[config.mk]
export PLATFORM = sky130hd
export DESIGN_NAME = jet_cfg
export DESIGN_NICKNAME = d
export VERILOG_FILES = /design/src/hw/rtl/jet_pkg.sv /design/src/hw/rtl/jet_cfg.sv
export SDC_FILE = /design/constraint.sdc
export NUM_CORES = 1
export LEC_CHECK = 0
export ABC_AREA = 1
export BUFFER_PORTS_ARGS = -buffer_cell sky130_fd_sc_hd__buf_2
export CORE_ASPECT_RATIO = 0.7
export CORE_MARGIN = 5
export CORE_UTILIZATION = 50
export DETAILED_ROUTE_END_ITERATION = 8
export PLACE_DENSITY = 0.78
export SYNTH_ARGS = -nofsm -noshare
export SYNTH_HDL_FRONTEND = slang
export SYNTH_SLANG_ARGS = --single-unit
export TNS_END_PERCENT = 100
[constraint.sdc]
create_clock -name i_clk -period 1.32 [get_ports i_clk]
set_clock_uncertainty 0.15 [all_clocks]
set_input_delay 0.198 -clock i_clk [delete_from_list [all_inputs] [get_ports i_clk]]
set_output_delay 0.198 -clock i_clk [all_outputs]
set_load 0.02 [all_outputs]
[src/hw/rtl/jet_pkg.sv]
// Shared constants and types for the Julia escape-time block.
// No dependencies; imported by the config bank, controller, datapath and top level.
package jet_pkg;

    localparam int DATA_WIDTH_DEF  = 32;
    localparam int FRAC_BITS_DEF   = 28;
    localparam int COUNT_WIDTH_DEF = 8;

    // squared escape radius register width is fixed
    localparam int RADIUS_WIDTH  = 31;
    localparam int CFG_IDX_WIDTH = 2;

    typedef enum logic [CFG_IDX_WIDTH-1:0] {
        CFG_C_REAL     = 2'd0,
        CFG_C_IMAG     = 2'd1,
        CFG_ITER_LIMIT = 2'd2,
        CFG_RADIUS_SQ  = 2'd3
    } t_cfg_idx;

    // controller -> datapath
    typedef struct packed {
        logic load;      // take a new starting point, clear the count
        logic mul;       // register the three products
        logic upd;       // step z = z*z + c, bump the count
        logic finish;    // latch the result fields
        logic escaped;   // escape flag to latch with finish
    } t_dp_cmd;

    // datapath -> controller
    typedef struct packed {
        logic escape;    // |z|^2 above the bound
        logic at_limit;  // count reached the iteration limit
    } t_dp_stat;

endpackage

[src/hw/rtl/jet_cfg.sv]
// Configuration register bank: Julia constant, iteration limit, squared radius.
// Depends on jet_pkg.
module jet_cfg #(
    parameter int DataWidth  = jet_pkg::DATA_WIDTH_DEF,
    parameter int FracBits   = jet_pkg::FRAC_BITS_DEF,
    parameter int CountWidth = jet_pkg::COUNT_WIDTH_DEF,
    parameter int CfgWidth   = DataWidth
) (
    input  logic                                 i_clk,
    input  logic                                 i_rst_n,
    input  logic                                 i_cfg_we,
    input  logic [jet_pkg::CFG_IDX_WIDTH-1:0]    i_cfg_index,
    input  logic [CfgWidth-1:0]                  i_cfg_data,
    output logic signed [DataWidth-1:0]          o_c_real,
    output logic signed [DataWidth-1:0]          o_c_imag,
    output logic [CountWidth-1:0]                o_limit,
    output logic [jet_pkg::RADIUS_WIDTH-1:0]     o_radius_sq
);
    import jet_pkg::*;

    // 0.285 and 0.01 rounded to the nearest code, 4.0 clipped to the register
    localparam longint CrRst  = ((longint'(285) << FracBits) + 500) / 1000;
    localparam longint CiRst  = ((longint'(1) << FracBits) + 50) / 100;
    localparam longint RadRst = (FracBits + 3 <= RADIUS_WIDTH) ?
                                (longint'(4) << FracBits) :
                                ((longint'(1) << RADIUS_WIDTH) - 1);

    logic signed [DataWidth-1:0]  r_c_real;
    logic signed [DataWidth-1:0]  r_c_imag;
    logic [CountWidth-1:0]        r_limit;
    logic [RADIUS_WIDTH-1:0]      r_radius_sq;

    always_ff @(posedge i_clk) begin
        if (!i_rst_n) begin
            r_c_real    <= DataWidth'(CrRst);
            r_c_imag    <= DataWidth'(CiRst);
            r_limit     <= CountWidth'(100);
            r_radius_sq <= RADIUS_WIDTH'(RadRst);
        end else if (i_cfg_we) begin
            case (i_cfg_index)
                CFG_C_REAL:     r_c_real    <= i_cfg_data[DataWidth-1:0];
                CFG_C_IMAG:     r_c_imag    <= i_cfg_data[DataWidth-1:0];
                CFG_ITER_LIMIT: r_limit     <= i_cfg_data[CountWidth-1:0];
                CFG_RADIUS_SQ:  r_radius_sq <= i_cfg_data[RADIUS_WIDTH-1:0];
                default: begin
                end
            endcase
        end
    end

    assign o_c_real    = r_c_real;
    assign o_c_imag    = r_c_imag;
    assign o_limit     = r_limit;
    assign o_radius_sq = r_radius_sq;

endmodule

==> results list <==
- TritonCTS built the clock tree.
* Highest attainable clock frequency: 797.0 MHz
- Compared with the post-synthesis result, the final layout area differs by 31.10%.
- The most critical setup path has its startpoint at o_limit[3]$_SDFFE_PN0P_.
- The floorplan has 28 rows.
* Number of global-route vias before repair: 3,944
* Measured slew at the worst slew-check pin: about 0.26 ns
- Data on the critical path arrives at its endpoint at approximately 0.91 ns.
- Of the post-synthesis cell area, the dominant cell type holds approximately half.
- The core region is between 8000 and 9000 sq um.
* Slowest cell on the critical path: dfxtp_1
- Routability congestion estimate: 0.8077
- Initial antenna violation count: 0
- Fraction of layout cells with a size suffix above 1: a little under a quarter
* CTS root buf: clkbuf_16
- Pre-CTS setup slack: -0.03220 ns
- In this run the number of cells on the critical path is 1.
* Post-detailed-routing wire length: 12,280 microns
- In this run, distinct cell masters in the synthesized netlist total 17.
* Sequential cell area fraction in the yosys report: about half
* Filler cell count: around 750
- Outcome: finished clean
- Synth area leaders: dfxtp_1, nand2_1, nor2_1
* Total number of yosys warnings: 0
* Iter 0 DRT Violations: around 280
- Max-capacitance violation count: 0
- The number of clock buffers added by TritonCTS is 9.
- Synthesis handed over a netlist of roughly 600 instances.
- The tree built by TritonCTS fans out to 103 sinks.
- In this run the worst hold path is classified as input port to register.
- Unrepaired setup endpoints after global routing: no
- Maximum VDD drop: ~0.86 mV
* Worst rel slew slack: between 80% and 90%
- Walking the worst path, the cells encountered are buf_2.
- The number of gates resized after CTS was 0.
- The die covers approximately 11,000 sq um.
- Placed insts: around 830
* Number of H-tree levels: 3
- The worst setup path is captured at an output port.
* Min Clock Period, post-route: between 1 and 1.5 ns
* Total routing usage reported by global routing: between 20% and 30%
- Cells fill 66.77% of the core in the end.
* Clock Tree Buf Depth: 2
- The later pin in the worst-skew pair is clocked with a latency of roughly 0.34 ns.
- Summed over all cells, the static leakage comes to 3.100 nW.
- After clock tree synthesis, the setup repair step added 0 buffers.
- Of all cell types, the one taking the most synthesized area is dfxtp_1.
* Capturing point of the worst reg2reg path: o_limit[3]$_SDFFE_PN0P_
* Global-route wire length before repair: 19,470 microns
* Chip height: just under 90 microns
- CTS hold repair buffers: 26
- Crit path required time: 0.97 ns
- Setup slack closes at ~0.065 ns.
* Worst path bufs/invs: 1
* Largest net degree at the start of global routing: 42
* Cell Area, Synth: approximately 4300 sq um
* Post-detailed-route wirelength per cell: around 14 microns
- In this run the count of I/O pins placed on the die edge is 140.
- In the final timing run, aggregate negative setup slack is 0 ns.
- Max stage delay on crit path: around 0.38 ns
* Setup violations, final: 0
- After clock tree synthesis, the clock-pin slew on the worst setup and hold paths is approximately 0.070 ns.
* HPWL Detailed: approximately 8700 microns
- For this run, design rule violations remaining after detail routing come to 0.
- Synth Register Bits: roughly 100
- After detailed routing, the number of vias per cell comes to 4.812.
* Total number of nets in the final design: 796
* Total number of vias: around 4,200
- The number of hold violations in the final report came to 0.
- In this design, the largest share of critical-path delay is due to flip-flops.
* Syn_nets: ~650
- Launching point of the worst reg2reg path: o_limit[3]$_SDFFE_PN0P_
* Count of input and output buffers: between 100 and 150
- Crit start category: register
* Effective utilization at floorplan: between 50% and 60%
- The setup check on the worst reg-to-reg path leaves a slack of roughly 0.46 ns.
* Pwr dens: 1284 nW/um^2
* Count of final max-slew check failures: 0
- The design draws 0.007178 W.
* Total iterations of the first detailed-routing run: 5
- The critical path is of the register to output port type.
- Diodes inserted: 0
- The most critical setup path has its endpoint at o_limit[3].
- Die span in x: around 120 microns
* Ratio of final minimum period to clock period: around 95%
- Largest driver fanout on the critical path: 2
- The detail route stage leaves a number of antenna-violating nets equal to 0.
- After synthesis, the mean cell area works out to roughly 7.0 sq um.
- The finished layout holds around 870 standard cells, fillers aside.
* Total overflow reported by the global router: 0
* Worst reg-to-reg path cell count: 4
## registers in the layout, indices dropped and copies added, names as in the netlist
signal / cells
o_limit: 8
o_c_imag: 32
o_radius_sq: 31
o_c_real: 32
## worst min path at each step
stage	endpoint	slack (ns)	startpoint	depth (start not counted)
2_1_floorplan	o_c_imag[0]$_SDFFE_PN1P_	0.16	i_cfg_data[0]	2
3_3_place_gp	o_c_imag[14]$_SDFFE_PN1P_	0.29	i_cfg_data[14]	3
3_5_place_dp	o_c_imag[14]$_SDFFE_PN1P_	0.28	i_cfg_data[14]	3
4_1_cts	o_radius_sq[23]$_SDFFE_PN0P_	0.0008	i_cfg_data[23]	3
5_1_grt	o_radius_sq[3]$_SDFFE_PN0P_	0.02	i_cfg_data[3]	3
6_report	o_radius_sq[23]$_SDFFE_PN0P_	0.02	i_cfg_data[23]	3
## per-stage QoR
stage	hold slack, ns	area [sq um]
2_1_floorplan	0.1612	4264
3_3_place_gp	0.2874	5024
3_5_place_dp	0.2826	5024
4_1_cts	0.0008459	5590
5_1_grt	0.01751	5590
6_report	0.01526	5590
## placed cells by master, fill, tap and decap left out
cell,n
a21oi_1,19
buf_12,9
buf_2,138
buf_4,6
bufinv_16,1
clkbuf_16,9
clkbuf_8,1
clkinv_2,1
clkinvlp_4,2
dfxtp_1,103
dlygate4sd3_1,26
inv_1,74
inv_2,2
inv_6,2
nand2_1,171
nand2_2,1
nand3_1,61
nand3_2,1
nand3_4,2
nand4_1,4
nor2_1,129
nor2_2,1
nor2_8,1
## cell type report
type | instances | area [sq um] | area share (%)
clock buffer | 10 | 239.0 | 4.275
clock inverter | 6 | 67.56 | 1.209
inverter | 76 | 285.3 | 5.103
multi-input combinational | 390 | 1629 | 29.14
sequential | 103 | 2062 | 36.88
tap | 105 | 131.4 | 2.350
timing repair buffer | 179 | 1176 | 21.04
## synthesized netlist by cell type, drive strengths merged
library cell	instances
nand2	172
nor2	131
dfxtp	103
inv	76
nand3	64
buf	34
a21oi	19
clkbuf	5
nand4	4
## where the power goes
group          switching [W]  internal, W
combinational       0.000706     0.000402
sequential         0.0000873      0.00327
clock                0.00118      0.00153
## kinds of logic after synthesis
group / count (synthesis) / share of synthesized area (%)
AO/OA/AOI/OAI: 19 / 2.230
buffers and inverters: 115 / 13.44
flip-flops: 103 / 48.36
AND/OR/NAND/NOR: 371 / 35.97
## layer usage
layer	vias up	track usage [%]	part of all wire, %
met5	-	0	0
met4	0	7.305	1.7
met3	18	8.636	8.7
met2	149	37.46	43
met1	1892	30.68	46
li1	2123	-	-
(Power assumes the default switching activity.)
