===== src/hw/rtl/jet_pkg.sv =====
// Shared constants and types for the Julia escape-time block.
// No dependencies; imported by the config bank, controller, datapath and top level.
package jet_pkg;

    localparam int DATA_WIDTH_DEF  = 32;
    localparam int FRAC_BITS_DEF   = 28;
    localparam int COUNT_WIDTH_DEF = 8;

    // squared escape radius register width is fixed
    localparam int RADIUS_WIDTH  = 31;
    localparam int CFG_IDX_WIDTH = 2;

    typedef enum logic [CFG_IDX_WIDTH-1:0] {
        CFG_C_REAL     = 2'd0,
        CFG_C_IMAG     = 2'd1,
        CFG_ITER_LIMIT = 2'd2,
        CFG_RADIUS_SQ  = 2'd3
    } t_cfg_idx;

    // controller -> datapath
    typedef struct packed {
        logic load;      // take a new starting point, clear the count
        logic mul;       // register the three products
        logic upd;       // step z = z*z + c, bump the count
        logic finish;    // latch the result fields
        logic escaped;   // escape flag to latch with finish
    } t_dp_cmd;

    // datapath -> controller
    typedef struct packed {
        logic escape;    // |z|^2 above the bound
        logic at_limit;  // count reached the iteration limit
    } t_dp_stat;

endpackage


===== src/hw/rtl/jet_ctrl.sv =====
// Controller: sequences load, multiply and compare/update steps for one item.
// Depends on jet_pkg.
module jet_ctrl (
    input  logic               i_clk,
    input  logic               i_rst_n,
    input  logic               start,
    output logic               busy,
    output logic               o_valid,
    output jet_pkg::t_dp_cmd   o_cmd,
    input  jet_pkg::t_dp_stat  i_stat
);
    import jet_pkg::*;

    typedef enum logic [2:0] {
        S_IDLE = 3'b001,
        S_MUL  = 3'b010,
        S_TEST = 3'b100
    } t_state;

    t_state r_state;
    t_state n_state;
    logic   r_valid;
    logic   n_valid;

    always_comb begin
        n_state       = r_state;
        o_cmd         = '0;
        case (r_state)
            S_IDLE: begin
                if (start) begin
                    o_cmd.load = 1'b1;
                    n_state    = S_MUL;
                end
            end
            S_MUL: begin
                o_cmd.mul = 1'b1;
                n_state   = S_TEST;
            end
            S_TEST: begin
                // limit is checked ahead of the escape test
                if (i_stat.at_limit) begin
                    o_cmd.finish = 1'b1;
                    n_state      = S_IDLE;
                end else if (i_stat.escape) begin
                    o_cmd.finish  = 1'b1;
                    o_cmd.escaped = 1'b1;
                    n_state       = S_IDLE;
                end else begin
                    o_cmd.upd = 1'b1;
                    n_state   = S_MUL;
                end
            end
            default: begin
                n_state = S_IDLE;
            end
        endcase
        n_valid = o_cmd.finish;
    end

    always_ff @(posedge i_clk) begin
        if (!i_rst_n) begin
            r_state <= S_IDLE;
            r_valid <= 1'b0;
        end else begin
            r_state <= n_state;
            r_valid <= n_valid;
        end
    end

    assign busy    = r_state != S_IDLE;
    assign o_valid = r_valid;

    a_strobe_after_test: assert property (@(posedge i_clk) disable iff (!i_rst_n)
        r_valid |-> $past(r_state == S_TEST))
        else $error("result strobe without a finishing test step");

    a_start_to_mul: assert property (@(posedge i_clk) disable iff (!i_rst_n)
        (r_state == S_IDLE) && start |=> r_state == S_MUL)
        else $error("accepted item did not enter the multiply step");

    a_no_update_at_limit: assert property (@(posedge i_clk) disable iff (!i_rst_n)
        o_cmd.upd |-> !i_stat.at_limit && !i_stat.escape)
        else $error("update issued at the limit or after escape");

endmodule

===== config.mk =====
export PLATFORM = sky130hd
export DESIGN_NAME = jet_ctrl
export DESIGN_NICKNAME = d
export VERILOG_FILES = /design/src/hw/rtl/jet_pkg.sv /design/src/hw/rtl/jet_ctrl.sv
export SDC_FILE = /design/constraint.sdc
export NUM_CORES = 1
export LEC_CHECK = 0
export BUFFER_PORTS_ARGS = -buffer_cell sky130_fd_sc_hd__buf_2
export CAP_MARGIN = 20
export CORE_AREA = 2 2 39 41
export CTS_BUF_LIST = sky130_fd_sc_hd__clkbuf_4 sky130_fd_sc_hd__clkbuf_8
export DETAILED_ROUTE_END_ITERATION = 10
export DIE_AREA = 0 0 41 43
export GPL_ROUTABILITY_DRIVEN = 0
export HOLD_SLACK_MARGIN = 0.08
export PLACE_DENSITY = 0.34
export SETUP_SLACK_MARGIN = 0.1
export SLEW_MARGIN = 25
export SYNTH_ARGS = -nofsm -noshare
export SYNTH_HDL_FRONTEND = slang
export SYNTH_SLANG_ARGS = --single-unit

===== constraint.sdc =====
create_clock -name i_clk -period 1.2 [get_ports i_clk]
set_input_delay 0.3 -clock i_clk [delete_from_list [all_inputs] [get_ports i_clk]]
set_output_delay 0.3 -clock i_clk [all_outputs]
set_load 0.02 [all_outputs]

==> results of run 1 <==
[stage by stage]
step / cells / utilization, %
final: 56 / 30.2
after global routing: 56 / 30.2
after CTS: 56 / 30.1
after detailed placement: 52 / 25.0
after global placement: 52 / 25.0
after floorplan: 19 / -
[logic make-up after synthesis]
kind of cell,Yosys count,synth area share (%)
AO/OA/AOI/OAI,2,9.09
flip-flops,4,38.8
buffers and inverters,1,1.82
AND/OR/NAND/NOR,12,50.3
[layout by cell type, fill, tap and decap left out, drive strengths merged]
master	count
o31ai	1
inv	1
a31oi	1
and2	2
nor3	1
buf	18
or3	1
nor4b	1
and3b	1
clkbuf	3
nor2	2
or3b	1
dfxtp	4
nor3b	3
[where the power goes]
group          internal [W]  switching, W  leakage [nW]  total [W]
registers          0.000140    0.00000365        0.0332   0.000144
logic             0.0000513     0.0000405         0.152  0.0000918
clock network      0.000111     0.0000459        0.0138   0.000157
total              0.000303     0.0000901         0.199   0.000393
[cell type report]
cell class / instances / share of cell area, %
multi-input cells: 14 / 36.5
inverters: 1 / 0.898
clock buffers: 3 / 5.39
repair buffers: 18 / 32.3
flip-flops and latches: 4 / 20.1
well taps: 16 / 4.79
[worst max-delay path: stages (launching register included)]
cell     delay (ns)
dfxtp_2        0.31
or3b_4         0.44
nor3b_4        0.19
buf_6          0.14
[path summary, 6_finish.rpt]
path | startpoint | end | slack [ns] | cells after the start
max reg2reg | r_state[1]$_SDFFE_PN0P_ | r_state[0]$_SDFFE_PN1P_ | -0.01 | 4
min | i_rst_n | r_state[0]$_SDFFE_PN1P_ | 0.28 | 2
max | r_state[1]$_SDFFE_PN0P_ | o_cmd[0] | -0.40 | 3
min reg2reg | r_state[1]$_SDFFE_PN0P_ | r_state[1]$_SDFFE_PN0P_ | 0.53 | 2
[sequential cells by signal, summed over array words and instances, names as in the netlist]
register / count
o_valid: 1
r_state: 3
[metal layers]
| metal | global-route usage, % | routed length [µm] | vias to the layer above |
|---|---|---|---|
| met5 | 0 | 0 | - |
| met1 | 8.97 | 231 | 97 |
| li1 | - | - | 112 |
| met3 | 6.28 | 56 | 0 |
| met4 | 2.00 | 0 | 0 |
| met2 | 9.38 | 219 | 13 |
[what timing repair did]
action / 4_1_cts / 5_1_grt
endpoints found under the setup margin: 7 / 7
gates cloned: 0 / 0
resized for setup: 12 / 1
pin swaps: 2 / 2
buffers inserted: 1 / 0
==> reports/metrics.csv, run 1 <==
stage;metric;value;unit
yosys;synth_fp_nets;24;
placement;postPlaceCellArea;345;µm²
route;first_pass_iters;2;
yosys;synthCells;19;
layout;areaGrowthSynthToFinish;102;%
yosys;synth_area_per_cell;10.9;µm²
yosys;yosysTopAreaCell;dfxtp_1;
floorplan;die_area;1760;µm²
cts;clockBufferDepth;2;
timing;period_minus_slack;1.60;ns
yosys;yosys_warnings;0;
flow_run;max-cap-violations;0;
timing;rsz0062_at_grt;yes;
cts;root_buffer;clkbuf_4;
global_route;grt_usage;7.32;%
placement;dpl_worst_slack;-0.213;ns
route;drc;0;
timing;slew_viol_final;0;
route;via_count;222;
cts;cts_max_level;1;
critical_path;endpoint_kind;output pin;
layout;stdcell_area;418;µm²
timing;clock.fmax;623;MHz
global_route;first_global_vias;225;
route;ant_nets;0;
timing;tns;-1.88;ns
critical_path;required;0.90;ns
yosys;yosys-top-cells-area;dfxtp_1 (39%), nor3b_1 (11%), nor3_4 (7.9%), and2_1 (6.1%), o31ai_2 (6.1%);
placement;port_buffers;11;
status;status;finished with violations;
power;p_leak;0.199;nW
floorplan;num_io_pins;12;
global_route;antenna_found_initial;0;
timing;fin_crit_sh;134;%
yosys;synth.most_common_cell;dfxtp_1;
cts;cts_sinks;4;
layout;diodes;0;
critical_path;cp.arrival;1.30;ns
cts;cts_tree;done;
layout;ff_latch_area;83.8;µm²
yosys;seq_area_frac_synth;38.8;%
cts;cts_hold_buf;0;
power;total_power;0.000393;W
route;wl_per_cell;9.05;µm
route;viasPerCell;3.96;
global_route;grt_pass1_wl;841;µm
cts;clkTransAtPathRegs;0.04;ns
floorplan;start_util;14.9;%
yosys;synth_seq_cells;4;
yosys;syn_area;206;µm²
cts;cts_made_buffers;3;
floorplan;rows;14;
floorplan;core;1380;µm²
global_route;grt_max_degree;6;
timing;worst_slack;-0.404;ns
yosys;synthTopCellsByCount;dfxtp_1 (4), nor3b_1 (3), and2_1 (2);
timing;setup_viol;7;
timing;skew;0.00404;ns
yosys;async_flop_share;0;%
route;wl;507;µm
critical_path;worst-setup-path-type;flop to output pin;
yosys;synth_edf_count;0;
power;vdd_drop_max;0.724;mV
global_route;grt-ovfl-total;0;
layout;fill_cells;147;
power;power_per_cell_area;940;nW/µm²
floorplan;die_h;43;µm
floorplan;die-width;41;µm
timing;finalHoldViolCount;0;
timing;worst_pin_slew;0.253;ns
layout;nets;47;
hold_path;hp-class;input port to flop;
status;violations;negative setup slack;
route;drt_iter0_drc;3;
timing;hold_slack;0.279;ns
layout;multi_input_area;153;µm²
yosys;synthFlopType;dfxtp_1;
cts;clock_latency;0.23;ns
critical_path;cp-start-kind;flop;
timing;slew_headroom;83.0;%
placement;hpwlAfterDp;427;µm
critical_path;critPathMaxFanout;3;
layout;drive_above_1_share;80.0;%
yosys;synth_cell_types;13;
yosys;synth_top_area_share;38.8;%
Note: power is estimated with default switching activity, not from simulation.
==> inputs of run 2 (changes only) <==
Settings changed: TNS_END_PERCENT set to 10.
==> run 2 against run 1 <==
Net effect:
- the flow still finishes with violations (negative setup slack)
- critical path type unchanged
- routed wire length increased by 2.0%
- largest cell class unchanged
- combinational power decreased by 10%
- setup slack better by 0.00077 ns
==> reports/metrics.csv, run 2 (synthesis results as in run 1) <==
stage;metric;value;unit
route;first_pass_iters;1;
power;internal_power;0.000295;W
global_route;grt_usage;8.04;%
layout;drive_above_1_share;80.0;%
global_route;grt_util_met1;9.03;%
floorplan;start_util;14.9;%
critical_path;cp-start-kind;flop;
cts;post_cts_buffers;0;
global_route;antenna_found_initial;0;
cts;cts_tree;done;
flow_run;max-cap-violations;0;
layout;fin_cells;56;
cts;root_buffer;clkbuf_4;
hold_path;hp-class;input port to flop;
floorplan;rows;14;
placement;dpl_worst_slack;-0.206;ns
power;power_per_cell_area;951;nW/µm²
global_route;grt_pass1_wl;910;µm
layout;areaGrowthSynthToFinish;98.8;%
placement;hpwlAfterDp;436;µm
route;ant_nets;0;
timing;slew_headroom;84.1;%
timing;period_minus_slack;1.60;ns
critical_path;cp.arrival;1.30;ns
power;swShare;24.3;%
power;p_leak;0.198;nW
global_route;first_global_vias;232;
timing;setup_viol;6;
timing;clock.fmax;624;MHz
global_route;grt_use_met2;10.6;%
timing;rsz0062_at_grt;yes;
timing;skew;0.00191;ns
power;pwr-share-comb;21.1;%
critical_path;crit_path_top_delay_cell;or3b_4;
power;power_frac_seq;36.8;%
cts;clock_latency;0.23;ns
timing;slew_viol_final;0;
floorplan;num_io_pins;12;
layout;layout_common_cells;buf_4 (10), buf_2 (6), clkbuf_4 (3);
cts;clockBufferDepth;2;
critical_path;worst-setup-path-type;flop to output pin;
critical_path;critPathMaxFanout;4;
floorplan;core;1380;µm²
power;clkPwrFrac;42.1;%
layout;nets;47;
critical_path;slowest_delay;0.42;ns
floorplan;die_h;43;µm
placement;port_buffers;11;
layout;largest_register_ffs;3;
critical_path;endpoint_kind;output pin;
global_route;grt_max_degree;6;
cts;cts_hold_buf;0;
timing;hold_slack;0.275;ns
layout;diodes;0;
floorplan;die_area;1760;µm²
power;total_power;0.000390;W
critical_path;cp_num_buf_inv;1;
route;drc;0;
status;status;finished with violations;
timing;finalHoldViolCount;0;
cts;clkTransAtPathRegs;0.04;ns
placement;dp.cells;53;
critical_path;path_delay_family;simple AND/OR/NAND/NOR gates;
critical_path;required;0.90;ns
layout;top_register;r_state;
cts;cts_max_level;1;
route;wl;517;µm
power;p_switching;0.0000950;W
route;viasPerCell;4.14;
critical_path;crit_chain;or3b_4 > nor3b_4 > buf_6;
global_route;grt-ovfl-total;0;
timing;tns;-1.92;ns
global_route;grt_use_met3;3.14;%
cts;cts_made_buffers;3;
floorplan;die-width;41;µm
timing;worst_pin_slew;0.237;ns
timing;fin_crit_sh;134;%
cts;cts_sinks;4;
route;via_count;232;
layout;final_common_cell;buf_4;
layout;fill_cells;151;
status;violations;negative setup slack;
route;wl_per_cell;9.23;µm
global_route;busiest_layer;met2;
timing;worst_slack;-0.404;ns
power;vdd_drop_max;0.431;mV
route;drt_iter0_drc;0;
[run 2: cell counts in the layout (fill, tap and decap cells not counted)]
No cell type changed its count.
[run 2: timing repair]
item,CTS,global route
pin swaps,2,2
endpoints found under the setup margin,7,7
gates resized for setup,10,0
[run 2: area by class of cell]
class / instances / area, µm² / area share, %
clock buffer: 3 / 22.5 / 5.49
tap: 16 / 20.0 / 4.88
inverter: 1 / 3.75 / 0.915
sequential: 4 / 82.6 / 20.1
timing repair buffer: 18 / 128 / 31.1
multi-input combinational: 14 / 154 / 37.5
[run 2: worst reg2reg max path: stages, from the launching register on]
cell	delay [ns]
dfxtp_2	0.32
or3b_4	0.42
nor3_4	0.14
buf_4	0.13
o31ai_2	0.04
[run 2: metal layers]
layer  wire length, µm  vias to the layer above
met3                37                        2
li1                  -                      116
met4                 5                        0
met1               217                      107
met5                 0                        -
met2               256                        7
[run 2: through the flow]
step	cell area (µm²)	util [%]
global route	410	29.7
global placement	353	25.5
detailed placement	353	25.5
CTS	410	29.7
finish	410	29.7
floorplan	225	-
[run 2: final timing paths]
path	endpoint	startpoint	cells after the start	slack (ns)
worst max register to register	r_state[0]$_SDFFE_PN1P_	r_state[0]$_SDFFE_PN1P_	4	0.02
worst min register to register	r_state[1]$_SDFFE_PN0P_	r_state[1]$_SDFFE_PN0P_	2	0.55
worst min-delay path	r_state[0]$_SDFFE_PN1P_	i_rst_n	2	0.28
worst max-delay path	o_cmd[0]	r_state[0]$_SDFFE_PN1P_	3	-0.40
[run 2: power groups by stage]
stage | clock, W | sequential [W] | combinational (W)
after global placement | 0 | 0.000145 | 0.0000748
after CTS | 0.000174 | 0.000144 | 0.0000832
after floorplan | 0 | 0.000146 | 0.0000350
after global routing | 0.000184 | 0.000144 | 0.0000902
after detailed placement | 0 | 0.000145 | 0.0000749
final | 0.000164 | 0.000144 | 0.0000824
